`src/sv/jsu_pkg.sv`:
```
// shared types, codes and helper function of the json string unescaper
package jsu_pkg;

    // decode phase codes
    localparam logic [1:0] PH_NORMAL  = 2'd0;
    localparam logic [1:0] PH_ESCAPE  = 2'd1;
    localparam logic [1:0] PH_HEX     = 2'd2;
    localparam logic [1:0] PH_STOPPED = 2'd3;

    // byte codes
    localparam logic [7:0] CH_NUL    = 8'h00;
    localparam logic [7:0] CH_SPACE  = 8'h20;
    localparam logic [7:0] CH_QUOTE  = 8'h22;
    localparam logic [7:0] CH_SLASH  = 8'h2F;
    localparam logic [7:0] CH_BSLASH = 8'h5C;
    localparam logic [7:0] CH_B      = 8'h62;
    localparam logic [7:0] CH_F      = 8'h66;
    localparam logic [7:0] CH_N      = 8'h6E;
    localparam logic [7:0] CH_R      = 8'h72;
    localparam logic [7:0] CH_T      = 8'h74;
    localparam logic [7:0] CH_U      = 8'h75;
    localparam logic [7:0] CH_BS     = 8'h08;
    localparam logic [7:0] CH_FF     = 8'h0C;
    localparam logic [7:0] CH_LF     = 8'h0A;
    localparam logic [7:0] CH_CR     = 8'h0D;
    localparam logic [7:0] CH_TAB    = 8'h09;

    // replacement character U+FFFD in utf-8
    localparam logic [7:0] REPL_0 = 8'hEF;
    localparam logic [7:0] REPL_1 = 8'hBF;
    localparam logic [7:0] REPL_2 = 8'hBD;

    // utf-8 limits and lead/continuation marks
    localparam logic [15:0] UTF8_ONE_MAX = 16'h0080;
    localparam logic [15:0] UTF8_TWO_MAX = 16'h0800;
    localparam logic [7:0]  UTF8_LEAD2   = 8'hC0;
    localparam logic [7:0]  UTF8_LEAD3   = 8'hE0;
    localparam logic [7:0]  UTF8_CONT    = 8'h80;

    localparam int unsigned MAX_OUT = 3;

    typedef struct packed {
        logic [1:0]  phase;
        logic        first;
        logic        quoted;
        logic [15:0] accum;
        logic [1:0]  seen;
        logic        all_valid;
    } t_state;

    localparam t_state STATE_RESET = '{
        phase: PH_NORMAL, first: 1'b1, quoted: 1'b0,
        accum: 16'h0000, seen: 2'd0, all_valid: 1'b1
    };

    // all result items caused by one input item
    typedef struct packed {
        logic [MAX_OUT-1:0][7:0] bytes;
        logic [1:0]              count;     // 1..3 items
        logic                    has_data;  // 0: single empty end item
        logic                    str_end;
    } t_bundle;

    typedef struct packed {
        logic       valid;
        logic [3:0] value;
    } t_hex;

    function automatic t_hex hex_value(input logic [7:0] b);
        t_hex h;
        h.valid = 1'b1;
        h.value = 4'd0;
        if (b >= 8'h30 && b <= 8'h39) begin
            h.value = 4'(b - 8'h30);
        end else if (b >= 8'h61 && b <= 8'h66) begin
            h.value = 4'(b - 8'h57);
        end else if (b >= 8'h41 && b <= 8'h46) begin
            h.value = 4'(b - 8'h37);
        end else begin
            h.valid = 1'b0;
        end
        return h;
    endfunction

endpackage

```
`src/sv/json_string_unescaper.sv`:
```
// top level of the json string unescaper: input stage, decode state, output buffer
//
//  channel  dir  tdata        tlast       tuser
//  s_axis   in   in_byte[7:0] in_last     -
//  m_axis   out  out_byte     string_end  [0] out_valid, [1] run_last
//
// one raw byte is taken per cycle into the input register while s_axis_tready is high,
// decoded combinationally and loaded into the result buffer, which sends 1 to 3 items
// an item that expands to n bytes holds the input side until the single output port
// of the result buffer has sent all n of them; bytes that give nothing pass on
// without touching the buffer
// reset (synchronous, active low) empties both stages and returns the decoder
// to the start of a string; a stall on m_axis backs up into s_axis_tready
module json_string_unescaper (
    input  logic       i_clk,
    input  logic       i_rst_n,
    input  logic       s_axis_tvalid,
    output logic       s_axis_tready,
    input  logic [7:0] s_axis_tdata,   // [7:0] in_byte
    input  logic       s_axis_tlast,
    output logic       m_axis_tvalid,
    input  logic       m_axis_tready,
    output logic [7:0] m_axis_tdata,   // [7:0] out_byte
    output logic       m_axis_tlast,
    output logic [1:0] m_axis_tuser    // [0] out_valid, [1] run_last
);

    // input register
    logic            r_in_valid;
    logic [7:0]      r_in_byte;
    logic            r_in_last;

    // decoder state across bytes of one string
    jsu_pkg::t_state r_state;
    jsu_pkg::t_state state_next;

    jsu_pkg::t_bundle bundle;
    logic             has_result;
    logic             can_load;
    logic             advance;   // input register item is consumed this cycle
    logic             in_fire;

    jsu_decode u_decode (
        .i_state      (r_state),
        .i_byte       (r_in_byte),
        .i_last       (r_in_last),
        .o_state_next (state_next),
        .o_bundle     (bundle),
        .o_has_result (has_result)
    );

    // an item with no result needs no room in the buffer
    assign advance       = r_in_valid && (!has_result || can_load);
    assign s_axis_tready = !r_in_valid || advance;
    assign in_fire       = s_axis_tvalid && s_axis_tready;

    always_ff @(posedge i_clk) begin
        if (!i_rst_n) begin
            r_in_valid <= 1'b0;
            r_state    <= jsu_pkg::STATE_RESET;
        end else begin
            if (in_fire) begin
                r_in_valid <= 1'b1;
            end else if (advance) begin
                r_in_valid <= 1'b0;
            end
            if (advance) begin
                r_state <= state_next;
            end
        end
        if (in_fire) begin
            r_in_byte <= s_axis_tdata;
            r_in_last <= s_axis_tlast;
        end
    end

    jsu_emit u_emit (
        .i_clk         (i_clk),
        .i_rst_n       (i_rst_n),
        .i_load        (advance && has_result),
        .i_bundle      (bundle),
        .o_can_load    (can_load),
        .m_axis_tvalid (m_axis_tvalid),
        .m_axis_tready (m_axis_tready),
        .m_axis_tdata  (m_axis_tdata),
        .m_axis_tlast  (m_axis_tlast),
        .m_axis_tuser  (m_axis_tuser)
    );

    // the end of a string always leaves the decoder at its start state
    a_end_resets: assert property (@(posedge i_clk) disable iff (!i_rst_n)
        (advance && r_in_last) |=> (r_state == jsu_pkg::STATE_RESET))
        else $error("decoder state not back to start after last byte");

    // the last byte always produces at least one item
    a_last_has_item: assert property (@(posedge i_clk) disable iff (!i_rst_n)
        (r_in_valid && r_in_last) |-> has_result)
        else $error("last byte gave no result item");

endmodule

```
`src/sv/jsu_decode.sv`:
```
// combinational decode of one raw byte into up to three output bytes
module jsu_decode (
    input  jsu_pkg::t_state  i_state,
    input  logic [7:0]       i_byte,
    input  logic             i_last,
    output jsu_pkg::t_state  o_state_next,
    output jsu_pkg::t_bundle o_bundle,
    output logic             o_has_result
);

    jsu_pkg::t_state ns;
    jsu_pkg::t_hex   hx;
    logic            take;
    logic [15:0]     acc_new;
    logic            allv_new;
    logic [jsu_pkg::MAX_OUT-1:0][7:0] bytes;
    logic [1:0]      cnt;

    always_comb begin
        ns       = i_state;
        bytes    = '0;
        cnt      = 2'd0;
        hx       = jsu_pkg::hex_value(i_byte);
        acc_new  = hx.valid ? {i_state.accum[11:0], hx.value} : i_state.accum;
        allv_new = i_state.all_valid & hx.valid;

        // opening quote is swallowed; in a quoted string the final byte too
        take = 1'b1;
        if (i_state.first) begin
            ns.first = 1'b0;
            if (i_byte == jsu_pkg::CH_QUOTE) begin
                ns.quoted = 1'b1;
                take      = 1'b0;
            end
        end else if (i_state.quoted && i_last) begin
            take = 1'b0;
        end

        if (take) begin
            unique case (i_state.phase)
                jsu_pkg::PH_NORMAL: begin
                    if (i_byte == jsu_pkg::CH_NUL) begin
                        ns.phase = jsu_pkg::PH_STOPPED;
                    end else if (i_byte == jsu_pkg::CH_BSLASH) begin
                        ns.phase = jsu_pkg::PH_ESCAPE;
                    end else if (i_byte >= jsu_pkg::CH_SPACE) begin
                        bytes[0] = i_byte;
                        cnt      = 2'd1;
                    end
                end
                jsu_pkg::PH_ESCAPE: begin
                    ns.phase = jsu_pkg::PH_NORMAL;
                    cnt      = 2'd1;
                    unique case (i_byte)
                        jsu_pkg::CH_NUL: begin
                            bytes[0] = jsu_pkg::CH_BSLASH;
                            ns.phase = jsu_pkg::PH_STOPPED;
                        end
                        jsu_pkg::CH_QUOTE, jsu_pkg::CH_BSLASH,
                        jsu_pkg::CH_SLASH: bytes[0] = i_byte;
                        jsu_pkg::CH_B:     bytes[0] = jsu_pkg::CH_BS;
                        jsu_pkg::CH_F:     bytes[0] = jsu_pkg::CH_FF;
                        jsu_pkg::CH_N:     bytes[0] = jsu_pkg::CH_LF;
                        jsu_pkg::CH_R:     bytes[0] = jsu_pkg::CH_CR;
                        jsu_pkg::CH_T:     bytes[0] = jsu_pkg::CH_TAB;
                        jsu_pkg::CH_U: begin
                            cnt          = 2'd0;
                            ns.phase     = jsu_pkg::PH_HEX;
                            ns.accum     = 16'h0000;
                            ns.seen      = 2'd0;
                            ns.all_valid = 1'b1;
                        end
                        default: begin
                            bytes = {jsu_pkg::REPL_2, jsu_pkg::REPL_1, jsu_pkg::REPL_0};
                            cnt   = 2'd3;
                        end
                    endcase
                end
                jsu_pkg::PH_HEX: begin
                    ns.accum     = acc_new;
                    ns.all_valid = allv_new;
                    if (i_state.seen == 2'd3) begin
                        ns.phase = jsu_pkg::PH_NORMAL;
                        ns.seen  = 2'd0;
                        if (!allv_new) begin
                            bytes = {jsu_pkg::REPL_2, jsu_pkg::REPL_1, jsu_pkg::REPL_0};
                            cnt   = 2'd3;
                        end else if (acc_new < jsu_pkg::UTF8_ONE_MAX) begin
                            bytes[0] = acc_new[7:0];
                            cnt      = 2'd1;
                        end else if (acc_new < jsu_pkg::UTF8_TWO_MAX) begin
                            bytes[0] = jsu_pkg::UTF8_LEAD2 | {3'b000, acc_new[10:6]};
                            bytes[1] = jsu_pkg::UTF8_CONT | {2'b00, acc_new[5:0]};
                            cnt      = 2'd2;
                        end else begin
                            bytes[0] = jsu_pkg::UTF8_LEAD3 | {4'b0000, acc_new[15:12]};
                            bytes[1] = jsu_pkg::UTF8_CONT | {2'b00, acc_new[11:6]};
                            bytes[2] = jsu_pkg::UTF8_CONT | {2'b00, acc_new[5:0]};
                            cnt      = 2'd3;
                        end
                    end else begin
                        ns.seen = i_state.seen + 2'd1;
                    end
                end
                default: ;  // stopped: ignore bytes
            endcase
        end

        // unfinished escape at the end; nothing was produced in that case
        if (i_last) begin
            if (ns.phase == jsu_pkg::PH_ESCAPE) begin
                bytes[0] = jsu_pkg::CH_BSLASH;
                cnt      = 2'd1;
            end else if (ns.phase == jsu_pkg::PH_HEX) begin
                bytes = {jsu_pkg::REPL_2, jsu_pkg::REPL_1, jsu_pkg::REPL_0};
                cnt   = 2'd3;
            end
            ns = jsu_pkg::STATE_RESET;
        end
    end

    assign o_state_next      = ns;
    assign o_has_result      = (cnt != 2'd0) || i_last;
    assign o_bundle.bytes    = bytes;
    assign o_bundle.count    = (cnt == 2'd0) ? 2'd1 : cnt;
    assign o_bundle.has_data = (cnt != 2'd0);
    assign o_bundle.str_end  = i_last;

endmodule

```
`src/sv/jsu_emit.sv`:
```
// result buffer that sends out the items of one decoded bundle one by one
module jsu_emit (
    input  logic             i_clk,
    input  logic             i_rst_n,
    input  logic             i_load,
    input  jsu_pkg::t_bundle i_bundle,
    output logic             o_can_load,
    output logic             m_axis_tvalid,
    input  logic             m_axis_tready,
    output logic [7:0]       m_axis_tdata,
    output logic             m_axis_tlast,
    output logic [1:0]       m_axis_tuser
);

    jsu_pkg::t_bundle r_buf, n_buf;
    logic             r_valid, n_valid;
    logic [1:0]       r_idx, n_idx;
    logic             fire, fin;

    assign fire       = r_valid && m_axis_tready;
    assign fin        = (r_idx == r_buf.count - 2'd1);
    assign o_can_load = !r_valid || (fire && fin);

    always_comb begin
        n_buf   = r_buf;
        n_valid = r_valid;
        n_idx   = r_idx;
        if (fire) begin
            if (fin) begin
                n_valid = 1'b0;
            end else begin
                n_idx = r_idx + 2'd1;
            end
        end
        if (i_load) begin
            n_buf   = i_bundle;
            n_valid = 1'b1;
            n_idx   = 2'd0;
        end
    end

    always_ff @(posedge i_clk) begin
        if (!i_rst_n) begin
            r_valid <= 1'b0;
            r_idx   <= 2'd0;
        end else begin
            r_valid <= n_valid;
            r_idx   <= n_idx;
        end
        r_buf <= n_buf;
    end

    assign m_axis_tvalid   = r_valid;
    assign m_axis_tdata    = r_buf.has_data ? r_buf.bytes[r_idx] : 8'h00;
    assign m_axis_tlast    = r_buf.str_end && fin;
    assign m_axis_tuser[0] = r_buf.has_data;
    assign m_axis_tuser[1] = fin;

    a_idx_in_range: assert property (@(posedge i_clk) disable iff (!i_rst_n)
        r_valid |-> (r_idx < r_buf.count))
        else $error("item index beyond bundle count");

    a_empty_is_zero: assert property (@(posedge i_clk) disable iff (!i_rst_n)
        (r_valid && !r_buf.has_data) |-> (m_axis_tdata == 8'h00 && fin))
        else $error("empty end item is not a single zero item");

    a_no_overwrite: assert property (@(posedge i_clk) disable iff (!i_rst_n)
        i_load |-> o_can_load)
        else $error("bundle loaded over one still being sent");

endmodule
```
`config.mk`:
```
export PLATFORM = sky130hd
export DESIGN_NAME = json_string_unescaper
export DESIGN_NICKNAME = d
export VERILOG_FILES = /design/src/sv/jsu_pkg.sv /design/src/sv/json_string_unescaper.sv /design/src/sv/jsu_decode.sv /design/src/sv/jsu_emit.sv
export SDC_FILE = /design/constraint.sdc
export NUM_CORES = 1
export LEC_CHECK = 0
export BUFFER_PORTS_ARGS = -buffer_cell sky130_fd_sc_hd__buf_4
export CAP_MARGIN = 20
export CORE_MARGIN = 2
export CORE_UTILIZATION = 30
export DETAILED_ROUTE_END_ITERATION = 7
export GPL_ROUTABILITY_DRIVEN = 0
export PLACE_DENSITY_LB_ADDON = 0.2
export SETUP_SLACK_MARGIN = 0.02
export SYNTH_ARGS = -nofsm -noshare
export SYNTH_HDL_FRONTEND = slang
export SYNTH_SLANG_ARGS = --single-unit
```
`constraint.sdc`:
```
create_clock -name i_clk -period 8.43 [get_ports i_clk]
set_input_delay 0.4215 -clock i_clk [delete_from_list [all_inputs] [get_ports i_clk]]
set_output_delay 0.4215 -clock i_clk [all_outputs]
set_load 0.005 [all_outputs]
```
Yosys cells after proc, flatten, opt, wreduce, memory -nomap -nowiden
Cells that the tools add are included.

Reductions and logical operators: 36. Muxes and demuxes: 67. Equal/unequal tests: 16. Shifts and indexed selects: 0. Divide/modulo/power cells: 0. Bitwise operators: 3. $add $sub $neg: 6. $lt $le $gt $ge: 10. Multipliers: 0.

Operators with widths (count): $mux 16 (9); $mux 24 (5); $mux 8 (8); $pmux 8 s8 (1); $eq 8x7->1 const B (7); $mux 19 (2); $pmux 19 s2 (1); $pmux 16 s2 (1); $mux 2 (13); $pmux 8 s3 (1); $mux 23 (1); $bmux 8 s2 (1); $eq 8x6->1 const B (2); $ge 8x6->1 const B (2); $ge 8x7->1 const B (2); $le 8x7->1 const B (2); $lt 16x12->1 const B (1); $lt 16x8->1 const B (1); $mux 1 (16); $mux 14 (1); $reduce_bool 2->1 (7); $mux 4 (3); $pmux 2 s3 (2); $logic_and 1x1->1 (10); other kinds (25) (39).

Word-level logic and storage cells: 155. ROM bits: 0. Bits in latches: 0. Bits in registers: 64. Memories kept: 0. Output and inout bits: 13. Bits in writable memories: 0.

Logic depth before layout (Yosys ltp)
Depth after elaboration: 24. Mapped depth: 11.

Modules after synthesis
A second synthesis with hierarchy kept.

Cell total of the unflattened synthesis: 517. Area, all modules: 4485.6 um2.

By module, submodules not included: jsu_decode (times used 1, sequential area each 0.0 um2, area each 1920.6 um2, cells an instance 313); jsu_emit (times used 1, sequential area each 900.9 um2, area each 1298.7 um2, cells an instance 87); json_string_unescaper (times used 1, sequential area each 750.7 um2, area each 1266.2 um2, cells an instance 117).

Least setup slack after synthesis
Ideal clock, no wire load.

Path type: flip-flop to flip-flop. From: reg r_in_byte[0]. To: reg u_emit.r_buf, in the netlist u_emit.m_axis_tuser[0] (enable). Stages on the path, launching flop included: 8. Required time: 8011 ps. Path slack: 5084 ps. Path buffers: 0. Arrival time: 2927 ps. Path through: edfxtp_1 -> inv_1 -> ha_1 -> nand4_1 -> nor3_1 -> nor3_1 -> o31ai_4 -> a21oi_1.

Longest elaborated chain between the ends: 22. Elaborated cells between the ends (all ways): 62. Those cells by class: add/sub (3); order compare (9); eq/ne (11); mux (27); bitwise (1); reduce/logical (11).

RTL lines: from (decl) (RTL line json_string_unescaper.sv:30) `logic [7:0] r_in_byte;`; from (signal assigned) (RTL line json_string_unescaper.sv:72) `r_in_byte <= s_axis_tdata;`; $ge 8x7->1 / $le 8x7->1 (equally long branches) (RTL line jsu_pkg.sv:77) `end else if (b >= 8'h41 && b <= 8'h46) begin`; $logic_and 1x1->1 (RTL line jsu_pkg.sv:77); $mux 4 / $mux 1 (equally long branches) (RTL line jsu_pkg.sv:77); $mux 4 / $mux 1 (equally long branches) (RTL line jsu_pkg.sv:75) `end else if (b >= 8'h61 && b <= 8'h66) begin`; $mux 4 / $mux 1 (equally long branches) (RTL line jsu_pkg.sv:73) `if (b >= 8'h30 && b <= 8'h39) begin`; $mux 16 (RTL line jsu_decode.sv:24) `acc_new = hx.valid ? {i_state.accum[11:0], hx.value} : i_state.accum;`; $lt 16x12->1 (RTL line jsu_decode.sv:91) `end else if (acc_new < jsu_pkg::UTF8_TWO_MAX) begin`; $mux 1 (RTL line jsu_decode.sv:91); [7 not listed]; $mux 2 * (RTL line jsu_decode.sv:110) `if (i_last) begin`; $reduce_bool 2->1 * (RTL line jsu_decode.sv:123) `assign o_has_result = (cnt != 2'd0) || i_last;`; $logic_or 1x1->1 * (RTL line jsu_decode.sv:123); $logic_not 1->1 (RTL line json_string_unescaper.sv:53) `assign advance = r_in_valid && (!has_result || can_load);`; $logic_or 1x1->1 (RTL line json_string_unescaper.sv:53); $logic_and 1x1->1 (RTL line json_string_unescaper.sv:53); $logic_and 1x1->1 * (RTL line json_string_unescaper.sv:80) `.i_load (advance && has_result),`; via u_emit.i_load (RTL line jsu_emit.sv:5) `input logic i_load,`; to (signal assigned) (RTL line jsu_emit.sv:50) `r_buf <= n_buf;`; to (decl) (RTL line jsu_emit.sv:15) `jsu_pkg::t_bundle r_buf, n_buf;`.

Mark *: on every way through the listed nets, which the timed path passes. The rest lies on a longest branch. A chain may end at the register's enable or synchronous reset.

==> impl_table.tex <==
\begin{tabular}{lr}
\hline
Metric & Value \\
\hline
\multicolumn{2}{l}{\textbf{STA}} \\
Count of endpoints failing setup in the final report & 0 \\
Skew final & 7.80 ps \\
Final Cycle Share & 0.453 \\
Highest clock frequency the design can meet & 0.262 GHz \\
Max Transition Viols Final & 0 \\
Post-route worst hold slack & 258 ps \\
Headroom to the max-slew limit & 0.338 \\
Setup repair after global routing missed its margin & no \\
Post-layout min period & 3820 ps \\
Tightest Pin Transition & 993 ps \\
Final Hold Fails & 0 \\
Final worst-path setup slack & 4610 ps \\
Total Negative Setup Slacks & 0 ps \\
\multicolumn{2}{l}{\textbf{Yosys}} \\
Number of nets in the synthesized netlist & 460 \\
Sequential element share of the synthesized area & 0.401 \\
Flip-flop and latch count after synthesis & 62 \\
Summed instance area of the synthesized netlist & 0.00397 mm\^{}2 \\
Cells after Synth & 438 \\
Count of distinct cell types in the synthesized netlist & 73 \\
Share of synthesized flip-flops with an asynchronous set or reset & 0 \\
Number of flops mapped to enable cells by yosys & 35 \\
Syn Area/Cell & 9.06 um\^{}2 \\
Top flip-flop cell by instance count after synthesis & edfxtp\_1 \\
Number of warnings issued by yosys & 0 \\
\multicolumn{2}{l}{\textbf{Die}} \\
Area of the core & 0.0131 mm\^{}2 \\
Rows & 42 \\
Die Footprint & 0.0142 mm\^{}2 \\
Initial cell density of the core & 0.303 \\
Die Y-Extent & 119 um \\
I/O pin cnt & 26 \\
Die Wd & 119 um \\
\multicolumn{2}{l}{\textbf{Detailed routing}} \\
Detailed-routed wire length on met2 & 4950 um \\
Total wire length & 10700 um \\
Antenna-violating nets left & 0 \\
Per-cell via count in the routed design & 5.51 \\
Router iterations before antenna repair & 5 \\
Average wire per standard cell & 17.1 um \\
Detailed-route DRC error count & 0 \\
Via count & 3459 \\
Routed metal-1 wirelength & 4990 um \\
Drt initial violations & 250 \\
Top layer reached by signal wires & met4 \\
Met3 Wirelength & 538 um \\
\multicolumn{2}{l}{\textbf{Worst setup path}} \\
Critical path peak fanout & 13 \\
Critical Path End Type & flop \\
Reg-to-Reg Start & r\_in\_byte[0] \\
Gate family responsible for the most delay along the worst path & compound AO/OA/AOI/OAI gates \\
CP Launch Type & flop \\
Crit path top cell by count & inv\_1 \\
Cell with the largest stage delay on the worst path & mux2i\_1 \\
WP data required & 8480 ps \\
FF-to-FF path depth & 10 \\
Reg-to-reg critical path endpoint & u\_emit.r\_buf[7] \\
Worst path buffer plus inverter count & 3 \\
Crit path depth & 10 \\
Worst stage delay on the critical path & 820 ps \\
Reg2reg setup slack & 4610 ps \\
Worst setup path endpoint & u\_emit.r\_buf[7] \\
Cell Chain, Critical Path & inv\_1 > ha\_1 > o21bai\_1 > a2111oi\_2 > buf\_4 > nand2b\_1 > mux2i\_1 > inv\_1 > o311ai\_0 > o211ai\_1 \\
Path type of the worst setup path & flop to flop \\
Crit path from & r\_in\_byte[0] \\
Critical path arrival & 3870 ps \\
\multicolumn{2}{l}{\textbf{GRT}} \\
Total track usage & 0.159 \\
Pin count of the biggest net entering global routing & 36 \\
Global-route congestion overflow total & 0 \\
First-pass GRT wire length & 17500 um \\
Initial antenna violation count & 0 \\
Vias in the first global route & 3265 \\
\multicolumn{2}{l}{\textbf{Cells and area}} \\
Total number of nets in the final design & 469 \\
Synthesis-to-layout area growth & 15.0\% \\
Share of layout cells above drive strength 1 & 0.131 \\
Fill cell count & 1347 \\
Antenna Diode Count & 0 \\
Non-filler instance count after layout & 628 \\
Post-layout util & 0.349 \\
\multicolumn{2}{l}{\textbf{Outcome}} \\
Run status & complete, no violations \\
\multicolumn{2}{l}{\textbf{Power}} \\
Static leakage power & 1.68 nW \\
Worst vdd ir & 0.0820 mV \\
Power density over the cells & 170 mW/mm\^{}2 \\
\multicolumn{2}{l}{\textbf{Clocking}} \\
\# Post-CTS Setup Buffers & 0 \\
Count of hold buffers inserted by post-cts repair & 0 \\
Clock tree from TritonCTS & done \\
Number of buffers created by CTS & 9 \\
Buffer levels on the longest clock path & 2 \\
Clk\_lat worst skew & 340 ps \\
Number of levels in the clock H-tree & 3 \\
Worst-path clk slew & 50 ps \\
\# clock sinks & 62 \\
Post-cts repair resize count & 0 \\
Clock root buffer & clkbuf\_16 \\
\multicolumn{2}{l}{\textbf{Worst hold path}} \\
Class of the worst hold path & input pin to flop \\
Hold Startpoint & s\_axis\_tdata[5] \\
\multicolumn{2}{l}{\textbf{Flow run}} \\
Max Cap Violations & 0 \\
\multicolumn{2}{l}{\textbf{Placed design}} \\
Post-DP HPWL & 7970 um \\
Worst slack, placed & 4650 ps \\
Number of port buffers & 25 \\
Number of instances in the placed design & 612 \\
\hline
\end{tabular}
[worst min path at each step]
stage	to	depth (start not counted)	slack, ps
2_1_floorplan	u_emit.r_buf[0]	0	420
3_5_place_dp	r_state[16]	1	450
6_report	r_in_byte[5]	1	260
4_1_cts	r_in_byte[1]	1	250
3_3_place_gp	r_state[16]	1	450
5_1_grt	r_in_byte[2]	1	250
[cell type report]
class | instances | area [um^2] | share of cell area
clock buffer | 13 | 283 | 0.0620
clock inverter | 3 | 15.0 | 0.00329
inverter | 23 | 86.3 | 0.0189
multi-input combinational | 323 | 2150 | 0.472
sequential | 62 | 1590 | 0.349
tap | 176 | 220 | 0.0483
timing repair buffer | 28 | 210 | 0.0461
[placed cells by master (no fill, tap or decap), types with 7 or more instances in the layout]
cell type / synthesis / final
nor2_1: 20 / 20
dfxtp_1: 27 / 27
inv_1: 22 / 22
ha_1: 9 / 9
mux2i_1: 15 / 15
nand3_1: 16 / 16
clkbuf_16: 0 / 11
nor2b_1: 10 / 10
nand2_1: 36 / 36
a21oi_1: 25 / 24
and3_1: 7 / 7
buf_4: 2 / 28
nor3_1: 17 / 17
o211ai_1: 7 / 7
o21ai_0: 31 / 31
edfxtp_1: 35 / 35
and2_1: 11 / 11
[synthesized netlist by cell type (7+ instances only)]
library cell  count  area (um^2)
nand3_1          16         80.1
and3_1            7         43.8
dfxtp_1          27          541
nor2_1           20         75.1
edfxtp_1         35         1050
clkbuf_1         18         67.6
nor3_1           17         85.1
mux2i_1          15          150
o21ai_0          31          155
inv_1            22         82.6
a21oi_1          25          125
and2_1           11         68.8
ha_1              9          113
o211ai_1          7         52.6
nor2b_1          10         62.6
nand2_1          36          135
[where the power goes]
part           internal [mW]  switching [mW]  total, mW  leakage (nW)
Sequential             0.331          0.0124      0.343         0.549
Clock                  0.233           0.130      0.363         0.150
Combinational         0.0279          0.0390     0.0669         0.981
[state kept, by name, summed over array words and instances (netlist names)]
register	count
u_emit.r_buf	25
u_emit.m_axis_tvalid	1
r_in_last	1
r_state	23
r_in_byte	8
u_emit.m_axis_tuser	1
r_in_valid	1
u_emit.r_idx	2
[routing by layer]
layer  vias to the layer above  global-route usage
met3                        18              0.0278
met1                      1655               0.213
met4                         0              0.0789
met5                         -                   0
li1                       1673                   -
met2                       113               0.246
[per-stage QoR]
step | area, um^2 | power [mW]
floorplan | 3970 | 0.390
global placement | 4260 | 0.415
detailed placement | 4260 | 0.416
CTS | 4560 | 0.783
global route | 4560 | 0.805
finish | 4560 | 0.774
[kinds of logic (layout without fill, tap and decap cells)]
group                      after synthesis  count (layout)  share of synthesized area
and+or+nand+nor                        157             157                      0.221
AOI/OAI and AO/OA                      136             136                      0.240
DFF                                     62              62                      0.401
buffers and inverters                   53              67                     0.0577
muxes                                   16              16                     0.0407
adders and majority gates                9               9                     0.0284
xor gates and xnor gates                 5               5                     0.0110
(Power assumes the default switching activity.)
